<file path="src/design/mrr_pkg.sv">
package mrr_pkg;

  localparam int unsigned MaxFrameDefault = 256;
  localparam int unsigned MinDecide       = 6;
  localparam logic [7:0]  SlaveAddrReset  = 8'h02;
  localparam logic [15:0] CrcInit         = 16'hFFFF;
  localparam logic [15:0] CrcPoly         = 16'hA001;

  localparam logic [7:0] FuncReadHolding  = 8'h03;
  localparam logic [7:0] FuncReadInput    = 8'h04;
  localparam logic [7:0] FuncWriteSingle  = 8'h06;
  localparam logic [7:0] FuncWriteMulti   = 8'h10;

  localparam logic [8:0] WriteSingleLen   = 9'd8;
  localparam logic [8:0] ReadHeaderLen    = 9'd5;

  typedef enum logic [2:0] {
    STATUS_BUSY      = 3'd0,
    STATUS_ADDR_MISS = 3'd1,
    STATUS_BAD_FUNC  = 3'd2,
    STATUS_TOO_LONG  = 3'd3,
    STATUS_GOOD      = 3'd4,
    STATUS_CRC_ERR   = 3'd5
  } status_e;

  typedef struct packed {
    status_e    status;
    logic [8:0] frame_length;
    logic [7:0] function_code;
    logic       online;
  } result_t;

  function automatic logic [15:0] crc_feed(input logic [15:0] crc, input logic [7:0] b);
    logic [15:0] c;
    c = crc ^ {8'h00, b};
    for (int i = 0; i < 8; i++) begin
      if (c[0]) begin
        c = (c >> 1) ^ CrcPoly;
      end else begin
        c = c >> 1;
      end
    end
    return c;
  endfunction

endpackage

</file>
<file path="src/design/modbus_rtu_reply_receiver.sv">
// A byte goes through the input register, one pass of frame/CRC logic, then the output register.
// Throughput: one byte per cycle while the input side is not stalled.
// The input side stalls only while the output register holds a result that is stalled.
// Reset (rst_ni low, async): slave address 2, frame state cleared, CRC 0xFFFF, online low,
// both stages empty.
module modbus_rtu_reply_receiver import mrr_pkg::*; #(
  parameter int unsigned MaxFrame = MaxFrameDefault
) (
  input  logic       clk_i,
  input  logic       rst_ni,
  input  logic       cfg_valid_i,
  output logic       cfg_ready_o,
  input  logic [7:0] cfg_slave_address_i,
  input  logic       in_valid_i,
  output logic       in_stall_o,
  input  logic [7:0] rx_byte_i,
  output logic       out_valid_o,
  input  logic       out_stall_i,
  output logic [2:0] status_o,
  output logic [8:0] frame_length_o,
  output logic [7:0] function_code_o,
  output logic       online_o
);

  logic       out_free;
  logic       fire;
  logic [7:0] byte_q;
  result_t    core_res;
  result_t    out_res;

  assign cfg_ready_o = 1'b1;

  mrr_in_stage u_in (
    .clk_i      (clk_i),
    .rst_ni     (rst_ni),
    .in_valid_i (in_valid_i),
    .in_stall_o (in_stall_o),
    .rx_byte_i  (rx_byte_i),
    .out_free_i (out_free),
    .fire_o     (fire),
    .byte_o     (byte_q)
  );

  mrr_frame_core #(
    .MaxFrame (MaxFrame)
  ) u_core (
    .clk_i      (clk_i),
    .rst_ni     (rst_ni),
    .cfg_we_i   (cfg_valid_i && cfg_ready_o),
    .cfg_addr_i (cfg_slave_address_i),
    .fire_i     (fire),
    .byte_i     (byte_q),
    .res_o      (core_res)
  );

  mrr_out_stage u_out (
    .clk_i       (clk_i),
    .rst_ni      (rst_ni),
    .fire_i      (fire),
    .res_i       (core_res),
    .out_free_o  (out_free),
    .out_valid_o (out_valid_o),
    .out_stall_i (out_stall_i),
    .res_o       (out_res)
  );

  assign status_o        = out_res.status;
  assign frame_length_o  = out_res.frame_length;
  assign function_code_o = out_res.function_code;
  assign online_o        = out_res.online;

endmodule

</file>
<file path="src/design/mrr_in_stage.sv">
module mrr_in_stage import mrr_pkg::*; (
  input  logic       clk_i,
  input  logic       rst_ni,
  input  logic       in_valid_i,
  output logic       in_stall_o,
  input  logic [7:0] rx_byte_i,
  input  logic       out_free_i,
  output logic       fire_o,
  output logic [7:0] byte_o
);

  logic       valid_q, valid_d;
  logic [7:0] byte_q;
  logic       take;

  assign fire_o     = valid_q && out_free_i;
  assign in_stall_o = valid_q && !out_free_i;
  assign take       = in_valid_i && !in_stall_o;
  assign byte_o     = byte_q;

  always_comb begin
    valid_d = valid_q;
    if (take) begin
      valid_d = 1'b1;
    end else if (fire_o) begin
      valid_d = 1'b0;
    end
  end

  always_ff @(posedge clk_i or negedge rst_ni) begin
    if (!rst_ni) begin
      valid_q <= 1'b0;
    end else begin
      valid_q <= valid_d;
    end
  end

  always_ff @(posedge clk_i) begin
    if (take) begin
      byte_q <= rx_byte_i;
    end
  end

endmodule

</file>
<file path="src/design/mrr_frame_core.sv">
module mrr_frame_core import mrr_pkg::*; #(
  parameter int unsigned MaxFrame = MaxFrameDefault
) (
  input  logic       clk_i,
  input  logic       rst_ni,
  input  logic       cfg_we_i,
  input  logic [7:0] cfg_addr_i,
  input  logic       fire_i,
  input  logic [7:0] byte_i,
  output result_t    res_o
);

  logic [7:0]  slave_q;
  logic [8:0]  count_q, count_d;
  logic [8:0]  exp_q, exp_d;
  logic [7:0]  func_q, func_d;
  logic [15:0] crc_q, crc_d;
  logic [15:0] held_q, held_d;
  logic        online_q, online_d;

  logic [8:0]  count_inc;
  logic        skip;
  logic [15:0] crc_upd, held_upd;
  logic [8:0]  exp_upd;
  logic [7:0]  func_upd;
  logic        crc_ok;
  status_e     st;
  logic [8:0]  flen;

  assign count_inc = count_q + 9'd1;
  assign skip      = (exp_q != 9'd0) && (count_inc > exp_q);
  assign crc_upd   = (!skip && count_inc >= 9'd3) ? crc_feed(crc_q, held_q[15:8]) : crc_q;
  assign held_upd  = skip ? held_q : {held_q[7:0], byte_i};
  assign crc_ok    = (held_upd[15:8] == crc_upd[7:0]) && (held_upd[7:0] == crc_upd[15:8]);

  always_comb begin
    st       = STATUS_BUSY;
    flen     = 9'd0;
    func_upd = func_q;
    exp_upd  = exp_q;
    if (count_inc == 9'd1) begin
      if (byte_i != slave_q) begin
        st = STATUS_ADDR_MISS;
      end
    end else if (count_inc == 9'd2) begin
      func_upd = byte_i;
      if (byte_i == FuncWriteSingle) begin
        exp_upd = WriteSingleLen;
      end else if (byte_i != FuncReadHolding && byte_i != FuncReadInput &&
                   byte_i != FuncWriteMulti) begin
        st = STATUS_BAD_FUNC;
      end
    end else if (count_inc == 9'd3) begin
      if (func_q == FuncReadHolding || func_q == FuncReadInput) begin
        exp_upd = ReadHeaderLen + {1'b0, byte_i};
      end
    end
    if (st == STATUS_BUSY && count_inc >= 9'(MinDecide)) begin
      priority if (func_upd == FuncWriteMulti) begin
        st = STATUS_BAD_FUNC;
      end else if (exp_upd > 9'(MaxFrame)) begin
        st = STATUS_TOO_LONG;
      end else if (count_inc >= exp_upd) begin
        flen = exp_upd;
        st   = crc_ok ? STATUS_GOOD : STATUS_CRC_ERR;
      end
    end
  end

  always_comb begin
    count_d  = count_q;
    exp_d    = exp_q;
    func_d   = func_q;
    crc_d    = crc_q;
    held_d   = held_q;
    online_d = online_q;
    if (fire_i) begin
      if (st == STATUS_GOOD) begin
        online_d = 1'b1;
      end
      if (st != STATUS_BUSY) begin
        count_d = 9'd0;
        exp_d   = 9'd0;
        func_d  = 8'd0;
        crc_d   = CrcInit;
        held_d  = 16'd0;
      end else begin
        count_d = count_inc;
        exp_d   = exp_upd;
        func_d  = func_upd;
        crc_d   = crc_upd;
        held_d  = held_upd;
      end
    end
  end

  assign res_o.status        = st;
  assign res_o.frame_length  = flen;
  assign res_o.function_code = func_upd;
  assign res_o.online        = online_q || (st == STATUS_GOOD);

  always_ff @(posedge clk_i or negedge rst_ni) begin
    if (!rst_ni) begin
      slave_q  <= SlaveAddrReset;
      count_q  <= 9'd0;
      exp_q    <= 9'd0;
      func_q   <= 8'd0;
      crc_q    <= CrcInit;
      held_q   <= 16'd0;
      online_q <= 1'b0;
    end else begin
      if (cfg_we_i) begin
        slave_q <= cfg_addr_i;
      end
      count_q  <= count_d;
      exp_q    <= exp_d;
      func_q   <= func_d;
      crc_q    <= crc_d;
      held_q   <= held_d;
      online_q <= online_d;
    end
  end

  a_online_sticky: assert property (@(posedge clk_i) disable iff (!rst_ni)
    online_q |=> online_q)
    else $error("online flag dropped");

  a_count_bound: assert property (@(posedge clk_i) disable iff (!rst_ni)
    count_q < 9'd261)
    else $error("frame byte count out of range");

  a_restart: assert property (@(posedge clk_i) disable iff (!rst_ni)
    (fire_i && st != STATUS_BUSY) |=> (count_q == 9'd0 && crc_q == CrcInit))
    else $error("frame state not restarted after decision");

endmodule

</file>
<file path="src/design/mrr_out_stage.sv">
module mrr_out_stage import mrr_pkg::*; (
  input  logic    clk_i,
  input  logic    rst_ni,
  input  logic    fire_i,
  input  result_t res_i,
  output logic    out_free_o,
  output logic    out_valid_o,
  input  logic    out_stall_i,
  output result_t res_o
);

  logic    valid_q, valid_d;
  result_t res_q;

  assign out_free_o  = !valid_q || !out_stall_i;
  assign out_valid_o = valid_q;
  assign res_o       = res_q;

  always_comb begin
    valid_d = valid_q;
    if (fire_i) begin
      valid_d = 1'b1;
    end else if (valid_q && !out_stall_i) begin
      valid_d = 1'b0;
    end
  end

  always_ff @(posedge clk_i or negedge rst_ni) begin
    if (!rst_ni) begin
      valid_q <= 1'b0;
    end else begin
      valid_q <= valid_d;
    end
  end

  always_ff @(posedge clk_i) begin
    if (fire_i) begin
      res_q <= res_i;
    end
  end

endmodule
</file>
<file path="config.mk">
export PLATFORM = sky130hd
export DESIGN_NAME = modbus_rtu_reply_receiver
export DESIGN_NICKNAME = d
export VERILOG_FILES = /design/src/design/mrr_pkg.sv /design/src/design/modbus_rtu_reply_receiver.sv /design/src/design/mrr_in_stage.sv /design/src/design/mrr_frame_core.sv /design/src/design/mrr_out_stage.sv
export SDC_FILE = /design/constraint.sdc
export NUM_CORES = 1
export LEC_CHECK = 0
export BUFFER_PORTS_ARGS = -buffer_cell sky130_fd_sc_hd__buf_2
export CAP_MARGIN = 20
export CELL_PAD_IN_SITES_DETAIL_PLACEMENT = 0
export CELL_PAD_IN_SITES_GLOBAL_PLACEMENT = 2
export CORE_ASPECT_RATIO = 1.1
export CORE_MARGIN = 5
export CORE_UTILIZATION = 43
export CTS_BUF_LIST = sky130_fd_sc_hd__clkbuf_8 sky130_fd_sc_hd__clkbuf_16
export CTS_CLUSTER_DIAMETER = 150
export DETAILED_ROUTE_END_ITERATION = 8
export GPL_TIMING_DRIVEN = 0
export PLACE_DENSITY = 0.91
export SLEW_MARGIN = 30
export SYNTH_ARGS = -nofsm -noshare
export SYNTH_HDL_FRONTEND = slang
export SYNTH_SLANG_ARGS = --single-unit
</file>
<file path="constraint.sdc">
create_clock -name clk_i -period 8.5 [get_ports clk_i]
set_input_delay 1.7 -clock clk_i [delete_from_list [all_inputs] [get_ports clk_i]]
set_output_delay 1.7 -clock clk_i [all_outputs]
set_load 0.1 [all_outputs]
</file>
Yosys cells after proc, flatten, opt, wreduce, memory -nomap -nowiden
Index checks and enable logic that the tools add are counted. Widths: inputs -> output; s select.

Eq/ne operators: 14. Mux-type cells: 36. Order comparisons: 5. Bitwise logic cells: 11. Add/sub/neg operators: 2. Reduce and logical (&&, ||, !) cells: 25.

Operator list (count): $mux 16 (12); $mux 9 (7); $mux 8 (3); $not 2->3 (8); $mux 3 (7); $eq 9x2->1 const B (2); $eq 8x3->1 const B (2); $eq 8x8->1 (2); $xor 16x8->16 (1); $logic_and 1x1->1 (10); $add 3x8->9 const A (1); $add 9x1->9 const B (1); $eq 9x1->1 const B (1); $ge 9x2->1 const B (1); $ge 9x3->1 const B (1); $ge 9x9->1 (1); $gt 9x9->1 (1); $gt 9x9->1 const B (1); $reduce_bool 9->1 (1); $eq 8x2->1 const B (1); $eq 8x5->1 const B (1); $ne 8x2->1 const B (1); $ne 8x3->1 const B (1); $ne 8x5->1 const B (1); other kinds (12) (25).

Flip-flop bits (word level): 98. Input bits: 21.

Logic depth before layout (Yosys ltp)
Depth in word-level cells: 27. Gate-level depth with buffers: 23.

By module
From an unflattened synthesis, not the netlist that was laid out.

Cell total of the unflattened synthesis: 510. Area total of the unflattened synthesis: 5733.0 sq um.

Modules (own cells, without submodules): mrr_frame_core (area an instance 4750.8 sq um, cells an instance 470, seq. area each 1697.9 sq um, instances 1); mrr_out_stage (area an instance 666.9 sq um, cells an instance 24, seq. area each 655.6 sq um, instances 1); mrr_in_stage (area an instance 304.0 sq um, cells an instance 14, seq. area each 265.3 sq um, instances 1); modbus_rtu_reply_receiver (area an instance 11.3 sq um, cells an instance 2, seq. area each 0.0 sq um, instances 1).

Least setup slack after synthesis
Ideal clock, no wire load.

Path type: register to register. Start: reg u_core.count_q[0]. End: reg u_core.crc_q[13]. Arrival time: 4942 ps. Stages on the path, launching flop included: 22. Period minus slack after synthesis: 5036 ps. Library setup time: 95 ps. Data required time: 8405 ps. Path slack: 3464 ps. Path through: dfrtp_1 ha_1 and4_1 buf_4 mux2i_1 o2bb2ai_2 nand4b_1 nand2b_1 buf_4 a21oi_1 inv_1 ha_1 nand2b_1 a21o_1 a21o_1 a21o_1 a311o_1 a31o_1 a221o_1 a311o_4 nor3_4 a2bb2oi_2.

Elaborated cells on any way between the ends: 34.

RTL lines: start: declaration (line mrr_frame_core.sv:14) `logic [8:0] count_q, count_d;`; start signal: assignment (line mrr_frame_core.sv:115) `count_q <= count_d;`; $add 9x1->9 * (line mrr_frame_core.sv:30) `assign count_inc = count_q + 9'd1;`; $eq 9x2->1 (line mrr_frame_core.sv:53) `end else if (count_inc == 9'd3) begin`; $mux 9 (line mrr_frame_core.sv:53); $mux 9 (line mrr_frame_core.sv:45) `end else if (count_inc == 9'd2) begin`; $mux 9 * (line mrr_frame_core.sv:41) `if (count_inc == 9'd1) begin`; named net u_core.exp_upd[0] (line mrr_frame_core.sv:24) `logic [8:0] exp_upd;`; $ge 9x9->1 (line mrr_frame_core.sv:63) `end else if (count_inc >= exp_upd) begin`; $mux 3 (line mrr_frame_core.sv:63); $mux 3 * (line mrr_frame_core.sv:61) `end else if (exp_upd > 9'(MaxFrame)) begin`; $mux 3 * (line mrr_frame_core.sv:59) `priority if (func_upd == FuncWriteMulti) begin`; $mux 3 * (line mrr_frame_core.sv:58) `if (st == STATUS_BUSY && count_inc >= 9'(MinDecide)) begin`; $reduce_bool 3->1 * (line mrr_frame_core.sv:81) `if (st != STATUS_BUSY) begin`; $mux 16 * (line mrr_frame_core.sv:81); end signal: assignment (line mrr_frame_core.sv:108) `crc_q <= CrcInit;`; end signal: assignment (line mrr_frame_core.sv:118) `crc_q <= crc_d;`; end: declaration (line mrr_frame_core.sv:17) `logic [15:0] crc_q, crc_d;`.

Mark *: on every way through the listed nets, which the timed path passes. The rest lies on a longest branch. A chain may end at the register's enable or synchronous reset.

Worst setup path in the final report
Start: reg u_core.count_q[0]. End: reg u_core.held_q[14].

Elaborated cells on any way between the ends: 34.

RTL lines: $add 9x1->9 * (line mrr_frame_core.sv:30); $eq 9x2->1 (line mrr_frame_core.sv:53); $mux 9 (line mrr_frame_core.sv:53); $mux 9 (line mrr_frame_core.sv:45); $mux 9 * (line mrr_frame_core.sv:41); named net u_core.exp_upd[0] (line mrr_frame_core.sv:24); $ge 9x9->1 (line mrr_frame_core.sv:63); $mux 3 (line mrr_frame_core.sv:63); $mux 3 * (line mrr_frame_core.sv:61); $mux 3 * (line mrr_frame_core.sv:59); $mux 3 * (line mrr_frame_core.sv:58); $reduce_bool 3->1 * (line mrr_frame_core.sv:81); $mux 16 * (line mrr_frame_core.sv:81); end signal: assignment (line mrr_frame_core.sv:119) `held_q <= held_d;`; end: declaration (line mrr_frame_core.sv:18) `logic [15:0] held_q, held_d;`.

Marked as above.

==> results.py <==
metrics = {
    "outcome": {
        "status": "complete, no violations",
    },
    "critical_path": {
        "critPathLaunch": "u_core.count_q[0]",
        "cpPeakStageDelay_ns": 0.60,
        "worstPathBufferInverterCount": 5,
        "slowest_stage": "dfrtp_1",
        "cp.arrival_ns": 6.46,
        "path_class": "reg2reg",
        "critical_path_required_ns": 8.79,
        "worstPathCellList": "ha_1 -> and4_1 -> buf_4 -> mux2i_1 -> o2bb2ai_2 -> nand4b_1 -> nand2b_1 -> buf_4 -> a21oi_1 -> inv_1 -> ha_1 -> nand2b_1 -> a21o_1 -> a21o_1 -> a21o_1 -> a311o_1 -> a31o_1 -> a221o_1 -> a311oi_4 -> and3_1 -> buf_2 -> buf_4 -> a22o_1",
        "cp-start-kind": "flop",
        "crit_family": "compound AO/OA/AOI/OAI gates",
        "crit_fanout": 12,
        "cp-end-kind": "flop",
        "rr_startpoint": "u_core.count_q[0]",
    },
    "sta": {
        "layout_setup_ws_ns": 2.33,
        "fin_worst_skew_ns": 0.0142,
        "slew_headroom_pct": 38.8,
        "slew_violations": 0,
        "finalSetupTns_ns": 0,
        "finalSetupViolCount": 0,
        "clock.fmax_mhz": 162,
        "fin_crit_ns": 6.17,
        "holdWs_ns": 0.452,
        "hold_viol_final": 0,
        "rsz0062_at_grt": "false",
        "post-route-period-util_pct": 72.6,
        "worst_pin_slew_ns": 0.910,
    },
    "cts": {
        "post_cts.repair.setup_buffers": 0,
        "ctsHtreeMaxLevel": 3,
        "clock_path_buffers": 2,
        "post_cts_resize_count": 0,
        "numCtsBuffers": 9,
        "ctsRootBufferMaster": "clkbuf_16",
        "cts_tree": "built",
        "cts_hold_buf": 0,
        "clkSlewWorstSetupHoldPaths_ns": 0.08,
        "clkSinkCount": 98,
        "insertion_delay_ns": 0.36,
    },
    "global_route": {
        "overflow": 0,
        "grt_usage_pct": 21.6,
        "antenna_found_initial": 0,
        "grt_pass1_vias": 4903,
        "grt_max_degree": 43,
        "grt_pass1_wl_um": 27700,
    },
    "synthesis": {
        "ys_seq_elements": 98,
        "yosysTopAreaCell": "dfrtp_1",
        "yosys_most_used_dff": "dfrtp_1",
        "synth_async_sr_flop_share_pct": 70.4,
        "netlist_instances": 607,
        "synth_nets": 650,
        "synth_edf_count": 29,
        "syn-cell-area_um2": 6150,
        "synth.area.top_cells": "dfrtp_1 (21%), edfxtp_1 (14%), dfstp_2 (7.3%)",
        "ys_types": 80,
        "syn_area_per_cell_um2": 10.1,
        "seq_area_frac_synth_pct": 42.6,
        "netlist.area_leader.share_pct": 21.2,
        "ys_warn_count": 0,
    },
    "power": {
        "leakagePower_nw": 2.94,
        "max-vdd-ir-drop_v": 0.000149,
        "p_per_area_nw_per_um2": 397,
    },
    "routing": {
        "wire_per_inst_um": 20.1,
        "drt_first_iter_violations": 389,
        "dr.pass1.iters": 5,
        "antenna_left": 0,
        "vias": 4898,
        "routed_wl_um": 17200,
        "drc": 0,
        "viasPerCell": 5.73,
    },
    "die": {
        "die_area_um2": 16800,
        "die_h_um": 135,
        "ioPinCount": 45,
        "fp.dieW_um": 124,
        "rows": 45,
        "core_area_um2": 13900,
        "start_util_pct": 44.2,
    },
    "worst_hold_path": {
        "min_from": "u_core.online_q",
        "min_path_type": "reg2reg",
    },
    "layout": {
        "utilization_pct": 50.0,
        "syn_to_final_growth_pct": 13.0,
        "nets": 705,
        "n_antenna_cell": 0,
        "layout-drive-gt1-share_pct": 19.2,
        "instances_no_fill": 855,
    },
    "placement": {
        "portBuffers": 42,
        "dp_slack_ns": 2.44,
        "dpl.hpwl_um": 12900,
        "place.gp.congestion": 0.916,
        "dp_cells": 839,
    },
    "flow_run": {
        "max_cap_viol_count": 0,
    },
}
==> power breakdown <==
group | internal (W) | total (W) | switching [W] | leakage [nW]
sequential | 0.000612 | 0.000711 | 0.0000989 | 1.15
clock | 0.000223 | 0.000424 | 0.000202 | 0.150
combinational | 0.000625 | 0.00162 | 0.000996 | 1.64
==> area by class of cell <==
cell class              count  area, um2
inverters                  40        150
repair buffers             44        260
well taps                 188        235
clock inverters             6       52.6
plain buffers              37        176
fillers                  1314       6960
multi-input cells         432       3200
flip-flops and latches     98       2620
clock buffers              10        250
==> registers in the layout (all words and copies together), names as in the netlist <==
signal and flops:
u_in.byte_o 8, u_core.online_q 1, u_out.res_o 21, u_in.valid_q 1, u_core.count_q 9, u_core.held_q 16, u_core.func_q 8, u_core.slave_q 8
u_core.crc_q 16, u_out.out_valid_o 1, u_core.exp_q 9
==> metrics by stage <==
stage,total power (W),cell area (um2)
2_1_floorplan,0.00196,6150
3_3_place_gp,0.00229,6590
3_5_place_dp,0.00232,6650
4_1_cts,0.00275,6950
5_1_grt,0.00293,6950
6_report,0.00276,6950
==> final timing paths <==
kind,endpoint,slack (ns),cells after the start
setup / recovery,u_core.held_q[14],2.33,23
hold / removal,u_core.online_q,0.45,2
setup reg to reg,u_core.held_q[14],2.33,23
hold reg to reg,u_core.online_q,0.45,2
max in group asynchronous,u_core.crc_q[4],6.59,2
min in group asynchronous,u_core.online_q,1.27,1
==> metal layers <==
metal | up-vias | part of all wire, % | global-route usage, %
li1 | 2321 | - | -
met1 | 2456 | 45 | 28.9
met2 | 94 | 50 | 35.7
met3 | 27 | 2.3 | 2.76
met4 | 0 | 2.4 | 7.85
met5 | - | 0 | 0
==> cells by family (layout without fill, tap and decap cells) <==
kind of cell               after synthesis  after routing  synth area share, %
muxes                                   24             24                 4.17
and+or+nand+nor                        164            164                 13.4
other                                    1              1               0.0610
adders and majority gates               22             22                 4.48
AOI/OAI and AO/OA                      162            162                 21.2
buffers and inverters                   77            137                 5.29
DFF                                     98             98                 42.6
xor gates and xnor gates                59             59                 8.85
==> cell usage in the layout, fill, tap and decap left out, types with 4 or more instances in the layout <==
cell	n
a21o_1	7
a21oi_1	20
a22o_1	17
a2bb2oi_2	10
and2_1	4
and3_1	6
buf_2	49
buf_4	8
clkbuf_1	18
clkbuf_16	10
dfrtp_1	52
dfstp_2	17
edfxtp_1	29
ha_1	22
inv_1	40
mux2_2	13
mux2i_1	11
nand2_1	60
nand2b_1	8
nand3_1	20
nand4_1	9
nor2_1	24
nor2b_1	4
nor3_1	5
nor4_1	6
o21ai_0	27
o22a_1	6
o22ai_1	12
o31ai_1	12
xnor2_1	36
xor2_1	21
==> Yosys cell counts (7+ instances only) <==
cell type	count
buf_4	7
inv_1	40
a21o_1	7
dfstp_2	17
buf_2	8
xor2_1	21
mux2_2	13
a2bb2oi_2	10
o22ai_1	12
nand4_1	9
mux2i_1	11
nand2_1	60
a21oi_1	20
o21ai_0	27
nand2b_1	8
o31ai_1	12
xnor2_1	36
nand3_1	20
ha_1	22
edfxtp_1	29
dfrtp_1	52
clkbuf_1	19
a22o_1	17
nor2_1	24
==> worst register-to-register path, stage by stage (launching register included) <==
cell and delay, ns:
dfrtp_1 0.60, ha_1 0.37, and4_1 0.24, buf_4 0.15, mux2i_1 0.09, o2bb2ai_2 0.35, nand4b_1 0.25, nand2b_1 0.21
buf_4 0.17, a21oi_1 0.31, inv_1 0.09, ha_1 0.27, nand2b_1 0.14, a21o_1 0.19, a21o_1 0.18, a21o_1 0.19
a311o_1 0.32, a31o_1 0.20, a221o_1 0.42, a311oi_4 0.57, and3_1 0.28, buf_2 0.20, buf_4 0.20, a22o_1 0.14
(Power assumes the default switching activity.)
